### config.mk
export PLATFORM = sky130hd
export DESIGN_NAME = parallel_port_interface_8255_unit
export DESIGN_NICKNAME = d
export VERILOG_FILES = /design/src/rtl/core/ppi8255_pkg.sv /design/src/rtl/core/parallel_port_interface_8255_unit.sv
export SDC_FILE = /design/constraint.sdc
export NUM_CORES = 1
export LEC_CHECK = 0
export ABC_AREA = 1
export BUFFER_PORTS_ARGS = -buffer_cell sky130_fd_sc_hd__buf_2
export CORE_MARGIN = 2
export CORE_UTILIZATION = 33
export CTS_CLUSTER_SIZE = 14
export DETAILED_ROUTE_END_ITERATION = 12
export PLACE_DENSITY = 0.56
export SLEW_MARGIN = 20
export SYNTH_ARGS = -nofsm -noshare
export SYNTH_HDL_FRONTEND = slang
export SYNTH_SLANG_ARGS = --single-unit
### constraint.sdc
create_clock -name i_clk -period 8.3 [get_ports i_clk]
set_input_delay 1.245 -clock i_clk [delete_from_list [all_inputs] [get_ports i_clk]]
set_output_delay 1.245 -clock i_clk [all_outputs]
set_load 0.02 [all_outputs]
### src/rtl/core/ppi8255_pkg.sv
package ppi8255_pkg;

    // Bus access kinds
    localparam logic OP_READ  = 1'b0;
    localparam logic OP_WRITE = 1'b1;

    // Port select codes
    localparam logic [1:0] PORT_A    = 2'd0;
    localparam logic [1:0] PORT_B    = 2'd1;
    localparam logic [1:0] PORT_C    = 2'd2;
    localparam logic [1:0] PORT_CTRL = 2'd3;

    // Configuration register indexes
    localparam logic [1:0] REG_PRINTER_READY     = 2'd0;
    localparam logic [1:0] REG_EXPANSION_LINE    = 2'd1;
    localparam logic [1:0] REG_REFRESH_50HZ      = 2'd2;
    localparam logic [1:0] REG_MANUFACTURER_CODE = 2'd3;

    // Mode word bits (mode 0 direction controls and the mode set flag)
    localparam int MODE_CL_IN  = 0;
    localparam int MODE_B_IN   = 1;
    localparam int MODE_CH_IN  = 3;
    localparam int MODE_A_IN   = 4;
    localparam int MODE_SET    = 7;

    localparam int CFG_ADDR_W = 4;
    localparam int CFG_DATA_W = 32;

    // One result item
    typedef struct packed {
        logic [7:0] read_data;
        logic       sound_write_strobe;
        logic [7:0] sound_write_data;
        logic       sound_control_update;
        logic       sound_bdir_out;
        logic       sound_bc1_out;
        logic       key_select_update;
        logic [3:0] key_line_out;
        logic       tape_motor_out;
        logic       tape_write_out;
    } t_result;

endpackage

### src/rtl/core/parallel_port_interface_8255_unit.sv
// Mode-0 three-port parallel interface, one CPU bus access per item.
//
// Input channel (i_in_valid / o_in_stall): opcode, port select, write byte
// and the live input lines sampled with the access. Output channel
// (o_out_valid / i_out_stall): one result item per accepted item with the
// read byte, sound chip strobes, keyboard select and tape outputs.
// The result is registered: it is loaded into the output register at the
// accepting edge, or into the skid register while the output is held.
// Throughput is one item per cycle while o_in_stall is low; the decode and
// latch update are a few gates between the input handshake and the result register.
// When the receiver stalls, one further item is caught in a skid register;
// o_in_stall is then raised until the skid entry drains, so no item is lost.
// Reset (synchronous, active low) clears the port latches, mode word (all
// ports output), tape bits and both valid flags, and loads the registers
// with printer_ready 0, expansion_line 0, refresh_50hz 1 and
// manufacturer_code 7. The APB port (pready always high) reads and writes
// the four registers at byte addresses 0, 4, 8 and 12.
module parallel_port_interface_8255_unit (
    input  logic                               i_clk,
    input  logic                               i_rst_n,
    // input channel
    input  logic                               i_in_valid,
    output logic                               o_in_stall,
    input  logic                               i_opcode,
    input  logic [1:0]                         i_port_select,
    input  logic [7:0]                         i_write_data,
    input  logic                               i_vsync_level,
    input  logic                               i_tape_read_level,
    input  logic [7:0]                         i_sound_read_data,
    input  logic                               i_sound_bdir_now,
    input  logic                               i_sound_bc1_now,
    input  logic [3:0]                         i_key_line_now,
    // output channel
    output logic                               o_out_valid,
    input  logic                               i_out_stall,
    output logic [7:0]                         o_read_data,
    output logic                               o_sound_write_strobe,
    output logic [7:0]                         o_sound_write_data,
    output logic                               o_sound_control_update,
    output logic                               o_sound_bdir_out,
    output logic                               o_sound_bc1_out,
    output logic                               o_key_select_update,
    output logic [3:0]                         o_key_line_out,
    output logic                               o_tape_motor_out,
    output logic                               o_tape_write_out,
    // configuration
    input  logic                               psel,
    input  logic                               penable,
    input  logic                               pwrite,
    input  logic [ppi8255_pkg::CFG_ADDR_W-1:0] paddr,
    input  logic [ppi8255_pkg::CFG_DATA_W-1:0] pwdata,
    output logic [ppi8255_pkg::CFG_DATA_W-1:0] prdata,
    output logic                               pready
);
    import ppi8255_pkg::*;

    // configuration registers
    logic       r_printer_ready;
    logic       r_expansion_line;
    logic       r_refresh_50hz;
    logic [2:0] r_manufacturer_code;

    // port state
    logic [7:0] r_latch_a, n_latch_a;
    logic [7:0] r_latch_b, n_latch_b;
    logic [7:0] r_latch_c, n_latch_c;
    logic [7:0] r_mode, n_mode;
    logic       r_motor, n_motor;
    logic       r_tape_out, n_tape_out;

    // output and skid registers
    t_result    r_out, r_skid, n_result;
    logic       r_out_valid, r_skid_valid;

    logic       in_accept, out_take, cfg_write;
    logic       a_in, b_in, ch_in, cl_in;
    logic       drive_c;
    logic [2:0] bit_sel;
    logic [7:0] port_c_rd;

    assign a_in  = r_mode[MODE_A_IN];
    assign b_in  = r_mode[MODE_B_IN];
    assign ch_in = r_mode[MODE_CH_IN];
    assign cl_in = r_mode[MODE_CL_IN];

    assign in_accept  = i_in_valid && !r_skid_valid;
    assign out_take   = r_out_valid && !i_out_stall;
    assign o_in_stall = r_skid_valid;

    // APB: always ready, decode on word address
    assign pready    = 1'b1;
    assign cfg_write = psel && penable && pwrite;

    always_comb begin
        prdata = '0;
        unique case (paddr[3:2])
            REG_PRINTER_READY:     prdata[0]   = r_printer_ready;
            REG_EXPANSION_LINE:    prdata[0]   = r_expansion_line;
            REG_REFRESH_50HZ:      prdata[0]   = r_refresh_50hz;
            REG_MANUFACTURER_CODE: prdata[2:0] = r_manufacturer_code;
            default:               prdata      = '0;
        endcase
    end

    always_ff @(posedge i_clk) begin
        if (!i_rst_n) begin
            r_printer_ready     <= 1'b0;
            r_expansion_line    <= 1'b0;
            r_refresh_50hz      <= 1'b1;
            r_manufacturer_code <= 3'd7;
        end else if (cfg_write) begin
            unique case (paddr[3:2])
                REG_PRINTER_READY:     r_printer_ready     <= pwdata[0];
                REG_EXPANSION_LINE:    r_expansion_line    <= pwdata[0];
                REG_REFRESH_50HZ:      r_refresh_50hz      <= pwdata[0];
                REG_MANUFACTURER_CODE: r_manufacturer_code <= pwdata[2:0];
                default: ;
            endcase
        end
    end

    // port C read value, built from the direction bits
    assign port_c_rd = {ch_in ? {i_sound_bdir_now, i_sound_bc1_now, r_tape_out, r_motor}
                              : r_latch_c[7:4],
                        cl_in ? i_key_line_now : r_latch_c[3:0]};

    assign bit_sel = i_write_data[3:1];

    // access decode and latch update
    always_comb begin
        n_latch_a  = r_latch_a;
        n_latch_b  = r_latch_b;
        n_latch_c  = r_latch_c;
        n_mode     = r_mode;
        n_motor    = r_motor;
        n_tape_out = r_tape_out;
        n_result   = '0;
        drive_c    = 1'b0;

        if (i_opcode == OP_READ) begin
            unique case (i_port_select)
                PORT_A: n_result.read_data = a_in ? i_sound_read_data : r_latch_a;
                PORT_B: n_result.read_data = b_in
                    ? {i_tape_read_level, r_printer_ready, r_expansion_line,
                       r_refresh_50hz, r_manufacturer_code, i_vsync_level}
                    : r_latch_b;
                PORT_C: n_result.read_data = port_c_rd;
                default: n_result.read_data = '0;
            endcase
        end else begin
            unique case (i_port_select)
                PORT_A: begin
                    n_latch_a = i_write_data;
                    if (!a_in) begin
                        n_result.sound_write_strobe = 1'b1;
                        n_result.sound_write_data   = i_write_data;
                    end
                end
                PORT_B: n_latch_b = i_write_data;
                PORT_C: begin
                    n_latch_c = i_write_data;
                    drive_c   = 1'b1;
                end
                default: begin
                    if (i_write_data[MODE_SET]) begin
                        n_mode    = i_write_data;
                        n_latch_a = '0;
                        n_latch_b = '0;
                        n_latch_c = '0;
                    end else if (!ch_in && !cl_in) begin
                        n_latch_c[bit_sel] = i_write_data[0];
                        drive_c            = 1'b1;
                    end
                end
            endcase
        end

        // port C drive to keyboard, tape and sound chip
        if (drive_c) begin
            if (!cl_in) begin
                n_result.key_select_update = 1'b1;
                n_result.key_line_out      = n_latch_c[3:0];
            end
            if (!ch_in) begin
                n_motor                        = n_latch_c[4];
                n_tape_out                     = n_latch_c[5];
                n_result.sound_control_update  = 1'b1;
                n_result.sound_bdir_out        = n_latch_c[7];
                n_result.sound_bc1_out         = n_latch_c[6];
                n_result.sound_write_strobe    = 1'b1;
                n_result.sound_write_data      = n_latch_a;
            end
        end

        n_result.tape_motor_out = n_motor;
        n_result.tape_write_out = n_tape_out;
    end

    // state registers
    always_ff @(posedge i_clk) begin
        if (!i_rst_n) begin
            r_latch_a  <= '0;
            r_latch_b  <= '0;
            r_latch_c  <= '0;
            r_mode     <= '0;
            r_motor    <= 1'b0;
            r_tape_out <= 1'b0;
        end else if (in_accept) begin
            r_latch_a  <= n_latch_a;
            r_latch_b  <= n_latch_b;
            r_latch_c  <= n_latch_c;
            r_mode     <= n_mode;
            r_motor    <= n_motor;
            r_tape_out <= n_tape_out;
        end
    end

    // output register with one skid entry
    always_ff @(posedge i_clk) begin
        if (!i_rst_n) begin
            r_out_valid  <= 1'b0;
            r_skid_valid <= 1'b0;
        end else begin
            if (!r_out_valid || out_take) begin
                r_out_valid <= r_skid_valid || in_accept;
            end
            if (in_accept && r_out_valid && !out_take) begin
                r_skid_valid <= 1'b1;
            end else if (out_take) begin
                r_skid_valid <= 1'b0;
            end
        end
    end

    always_ff @(posedge i_clk) begin
        if (!r_out_valid || out_take) begin
            r_out <= r_skid_valid ? r_skid : n_result;
        end
        if (in_accept && r_out_valid && !out_take) begin
            r_skid <= n_result;
        end
    end

    assign o_out_valid            = r_out_valid;
    assign o_read_data            = r_out.read_data;
    assign o_sound_write_strobe   = r_out.sound_write_strobe;
    assign o_sound_write_data     = r_out.sound_write_data;
    assign o_sound_control_update = r_out.sound_control_update;
    assign o_sound_bdir_out       = r_out.sound_bdir_out;
    assign o_sound_bc1_out        = r_out.sound_bc1_out;
    assign o_key_select_update    = r_out.key_select_update;
    assign o_key_line_out         = r_out.key_line_out;
    assign o_tape_motor_out       = r_out.tape_motor_out;
    assign o_tape_write_out       = r_out.tape_write_out;

    // skid entry only exists behind a held output
    a_skid_behind_out: assert property (@(posedge i_clk) disable iff (!i_rst_n)
        r_skid_valid |-> r_out_valid)
        else $error("skid entry valid with empty output register");

    // an item accepted against a stalled output lands in the skid entry
    a_skid_fill: assert property (@(posedge i_clk) disable iff (!i_rst_n)
        (in_accept && r_out_valid && i_out_stall) |=> r_skid_valid)
        else $error("item accepted under stall was not caught");

    // mode load clears the port latches
    a_mode_clears: assert property (@(posedge i_clk) disable iff (!i_rst_n)
        (in_accept && i_opcode == OP_WRITE && i_port_select == PORT_CTRL
         && i_write_data[MODE_SET])
        |=> (r_latch_a == 8'd0 && r_latch_b == 8'd0 && r_latch_c == 8'd0))
        else $error("control mode load left a latch set");

    // write results never carry read data, sound lines idle without update
    a_result_fields: assert property (@(posedge i_clk) disable iff (!i_rst_n)
        (r_out_valid && !r_out.sound_control_update)
        |-> (!r_out.sound_bdir_out && !r_out.sound_bc1_out))
        else $error("sound control lines driven without update");

    a_strobe_no_read: assert property (@(posedge i_clk) disable iff (!i_rst_n)
        (r_out_valid && r_out.sound_write_strobe) |-> (r_out.read_data == 8'd0))
        else $error("write result carries read data");

endmodule
==> flow_summary.ini, run 1 <==
[drt]
wl_microns = 13500
vias = 4384
post-route-drc-count = 0
drtPass1Iterations = 6
drtIter0Drc = 370
wire_per_inst_microns = 15.0
drtAntennaViolNets = 0
via_per_inst = 4.88

[floorplan]
start_util_pct = 33.5
ios = 132
fp-row-count = 45
core_sq_um = 15100
chipHeight_microns = 128
die_w_microns = 128
fp.dieArea_sq_um = 16300

[final_layout]
final_area_sq_um = 5670
fillers = 1609
area_delta_synth_final_pct = 12.1
fin_cells = 898
diodes = 0
nets = 779
final_layout_size_suffix_gt1_share_pct = 14.6
post-route-util_pct = 37.6

[power]
p_leak_nw = 2.53
cellPowerDensity_nw_per_um2 = 184
vdd_drop_max_mv = 0.103

[place]
place_inst = 882
place_ws_ps = 4850
dpl_cell_area_sq_um = 5390
hpwl_microns = 9780
gp_congestion = 0.905
portBuffers = 70

[yosys]
synth-edff-count = 54
seq_area_frac_synth_pct = 47.1
synth.area.top_cells = edfxtp_1 (32%), dfxtp_1 (15%), nand2_1 (15%)
synth_top_flop_cell = edfxtp_1
yosys.area.top_type = edfxtp_1
ys_warn_count = 0
synth_common_cells = nand2_1 (198), inv_1 (57), o21ai_0 (55)
netlist_area_sq_um = 5060
synth-seq-cells = 92
yosysMostFrequentCell = nand2_1
synthCells = 651
synth.avg_cell_area_sq_um = 7.77
synth_cell_types = 35
synthArstFlopShare_pct = 0
synth_top_area_share_pct = 32.1

[clocking]
cts_buffers = 9
ctsHtreeMaxLevel = 3
clock_path_buffers = 2
clkTransAtPathRegs_ps = 60
cts_tree = yes
hold_buffers = 0
cts_root_buf = clkbuf_16
clock_latency_ps = 350
cts_setup_buffers = 0
ctsResizeCount = 0
cts.sinks = 92

[timing]
drv_slew = 0
hold_viol_final = 0
tightest_slew_ps = 1110
setup_viol = 0
setup_slack_ps = 5130
tns_ps = 0
rsz0062_at_grt = false
slew_headroom_pct = 25.7
fin_crit_ps = 3170
period_share_pct = 38.2
clock-skew-final_ps = 7.46
fmax_mhz = 315

[worst_setup_path]
crit_path_end_kind = output pin
crit_type = in -> out
worstPathRequired_ps = 7050
start_kind = input port
crit_path_max_fanout = 6
worstPathArrival_ps = 1930

[grt]
gr-total-overflow = 0
grt_pass1_vias = 4076
grt_pass1_wl_microns = 21300
grt_max_degree = 40
grt_antenna_before_repair = 0
track_usage_pct = 16.9

[worst_hold_path]
hp-class = reg -> reg

[outcome]
status = completed

[flow_run]
drv_cap = 0
==> sequential cells by signal, indices dropped and copies added (netlist names), 3 cells and up <==
| register | count |
|---|---|
| r_mode | 4 |
| o_sound_write_data | 8 |
| o_read_data | 8 |
| r_latch_b | 8 |
| r_latch_c | 8 |
| r_latch_a | 8 |
| o_key_line_out | 4 |
| r_skid | 27 |
| r_manufacturer_code | 3 |
==> through the flow <==
step           hold slack, ps  total power (W)
6_report                  461          0.00104
5_1_grt                   490          0.00109
4_1_cts                   464          0.00105
3_5_place_dp              454         0.000662
3_3_place_gp              449         0.000660
2_1_floorplan             440         0.000628
==> where the power goes <==
part           internal (W)  switching, W  total (W)
clock network      0.000220      0.000171   0.000391
logic             0.0000370      0.000107   0.000144
registers          0.000502    0.00000735   0.000509
==> cell usage in the layout, fill, tap and decap left out, drive strengths merged, types with 30 or more instances in the layout <==
master  instances
a21oi          44
edfxtp         54
buf            73
nand3          42
inv            63
nor2           52
dfxtp          38
o21ai          56
conb           30
nand2         201
==> layer usage <==
metal / vias to the layer above / global-route usage, % / wire length [microns]
met1: 2004 / 23.1 / 6470
met4: 0 / 7.63 / 405
li1: 2197 / - / -
met2: 156 / 26.1 / 5870
met3: 27 / 3.17 / 758
met5: - / 0 / 0
==> worst max-delay path, cell delays in order <==
cell and delay [ps]:
buf_2 130, nor2_1 180, nand2_1 80, o2111ai_1 80
buf_2 200
==> kinds of logic (layout without fill, tap and decap cells) <==
group	Yosys count	after routing	synth area share, %
and+or+nand+nor	306	306	25.3
buffers and inverters	121	152	12.3
adders and majority gates	4	4	0.989
AOI/OAI and AO/OA	126	126	14.2
other	2	30	0.148
DFF	92	92	47.1
==> area by class of cell <==
class                      instances  area [sq um]  area share (%)
timing repair buffer              73           373            6.58
clock buffer                      13           260            4.59
sequential                        92          2380            42.0
multi-input combinational        466          2160            38.1
inverter                          63           236            4.17
clock inverter                     3          21.3           0.375
tap                              188           235            4.15
==> final timing paths <==
check / start / end / slack (ps) / cells after the start
hold / removal: r_latch_b[7] / r_latch_b[7] / 460 / 2
setup reg to reg: o_in_stall / r_latch_c[1] / 5870 / 6
setup / recovery: paddr[3] / prdata[0] / 5130 / 5
hold reg to reg: r_latch_b[7] / r_latch_b[7] / 460 / 2
Power figures use the tool's default switching activity.
==> inputs of run 2 (changes only) <==
Clock period 8.3 ns to 3.05 ns, I/O delays scaled along.
==> run 2 against run 1 <==
Against the previous run:
- critical path depth rose by 5
- sequential power rose to 2.7 times the previous value
- non-clock buffer count up 4
- register-to-register slack lost 4900 ps
- sequential cell count is the same
- critical endpoint is now o_sound_write_data[1]
- largest cell class unchanged
- highest routed layer unchanged
==> flow_summary.ini, run 2 (synthesis gave the netlist of run 1 again) <==
[timing]
tightest_slew_ps = 975
period_share_pct = 75.4
tns_ps = 0
drv_slew = 0
slew_headroom_pct = 34.9
rsz0062_at_grt = false
hold_viol_final = 0
fmax_mhz = 435
fin_crit_ps = 2300
clock-skew-final_ps = 7.75
setup_viol = 0

[power]
cellPowerDensity_nw_per_um2 = 508
power_frac_comb_pct = 13.6
vdd_drop_max_mv = 0.275
share_seq_of_total_power_pct = 47.7
p_leak_nw = 2.56
swShare_pct = 27.7
netSwitchingPower_w = 0.000804
clock_power_share_pct = 38.7
internal_power_w = 0.00210

[worst_hold_path]
hold_depth = 3
min_from = pwdata[1]
hp-class = in -> reg
whs_endpoint = r_manufacturer_code[1]

[grt]
track_usage_pct = 17.0
grt_pass1_vias = 4094
gr-total-overflow = 0
grt_pass1_wl_microns = 21300
grt_antenna_before_repair = 0
grt_max_degree = 40

[clocking]
cts.sinks = 92
clkTransAtPathRegs_ps = 70
cts_root_buf = clkbuf_16
ctsHtreeMaxLevel = 3
hold_buffers = 0
clock_latency_ps = 350
clock_path_buffers = 2
cts_tree = yes
ctsResizeCount = 0
cts_buffers = 9
cts_setup_buffers = 0

[place]
portBuffers = 70
place_inst = 886
hpwl_microns = 10000
gp_congestion = 0.925
dpl_cell_area_sq_um = 5420

[floorplan]
fp.dieArea_sq_um = 16300
die_w_microns = 128
fp-row-count = 45
start_util_pct = 33.5
core_sq_um = 15100
ios = 132
chipHeight_microns = 128

[final_layout]
fin_cells = 902
top_register = r_skid
final_common_cell = nand2_1
largest_register_ffs = 27
final_cell_mix = nand2_1 (198), buf_2 (70), inv_1 (57)
final_layout_size_suffix_gt1_share_pct = 15.1
nets = 783
area_delta_synth_final_pct = 12.9
post-route-util_pct = 37.9
final_area_sq_um = 5710
diodes = 0

[drt]
wl_microns = 13800
drtAntennaViolNets = 0
via_per_inst = 4.93
drtPass1Iterations = 7
vias = 4443
post-route-drc-count = 0
wire_per_inst_microns = 15.3
drtIter0Drc = 363

[worst_setup_path]
worst_path_largest_cell_delay_ps = 550
crit_path_end_kind = register
worst-r2r-setup-slack_ps = 950
start_kind = input port
crit_path_max_fanout = 16
cpMaxStageDelayCell = ha_1
crit_type = in -> reg
rr_endpoint = r_latch_b[7]
cp_cell_sequence = buf_2 > ha_1 > inv_2 > a21oi_4 > nand3_4 > inv_2 > nand2_1 > nand2_1 > nand2_1 > nand2_1
cpMostUsedCell = nand2_1
worstPathRequired_ps = 3270
timing.rr.start = o_in_stall
worstPathArrival_ps = 2520
reg2regPathDepth = 6

[outcome]
status = completed

[flow_run]
drv_cap = 0
-- run 2: cell count changes in the layout (fill, tap and decap cells not counted), sizes merged --
cell / change
buf: +4
bufinv: +1
clkbuf: -4
clkinv: +3
-- run 2: worst max-delay path: cells and delay by family --
family | cells | cell delay (ps)
compound gates | 1 | 260
simple gates | 5 | 550
buf+inv | 3 | 680
fa+ha+maj | 1 | 550
-- run 2: layer usage --
| metal | vias up | track usage [%] | part of all wire [%] |
|---|---|---|---|
| met5 | - | 0 | 0 |
| met3 | 19 | 3.67 | 5.6 |
| met2 | 162 | 27.1 | 45 |
| li1 | 2212 | - | - |
| met1 | 2050 | 22.3 | 47 |
| met4 | 0 | 7.56 | 2.3 |
-- run 2: stage by stage --
step	total power, W	setup slack, ps	hold WS, ps
after floorplan	0.00171	246	440
after global placement	0.00180	466	453
after detailed placement	0.00181	409	464
after CTS	0.00293	779	317
after global routing	0.00302	590	327
final	0.00290	750	324
-- run 2: area by class of cell --
cell class | instances | area (sq um)
flip-flops and latches | 92 | 2380
repair buffers | 77 | 403
inverters | 63 | 236
well taps | 188 | 235
clock inverters | 7 | 67.6
clock buffers | 9 | 225
multi-input cells | 466 | 2160
fillers | 1583 | 9380
-- run 2: worst max path at each step --
| stage | cells past startpoint | end | from |
|---|---|---|---|
| final | 10 | o_sound_write_data[1] | i_port_select[1] |
| after CTS | 10 | o_sound_write_data[1] | i_port_select[1] |
| after floorplan | 2 | r_skid[0] | o_out_valid |
| after global routing | 10 | o_tape_motor_out | i_port_select[1] |
| after global placement | 10 | o_sound_write_data[1] | i_port_select[0] |
| after detailed placement | 10 | o_sound_write_data[1] | i_port_select[1] |
-- run 2: power groups by stage --
| stage | clock [W] | combinational [W] | sequential [W] |
|---|---|---|---|
| floorplan | 0 | 0.000257 | 0.00145 |
| global placement | 0 | 0.000389 | 0.00141 |
| detailed placement | 0 | 0.000394 | 0.00141 |
| CTS | 0.00115 | 0.000395 | 0.00139 |
| global route | 0.00119 | 0.000433 | 0.00139 |
| finish | 0.00112 | 0.000396 | 0.00139 |
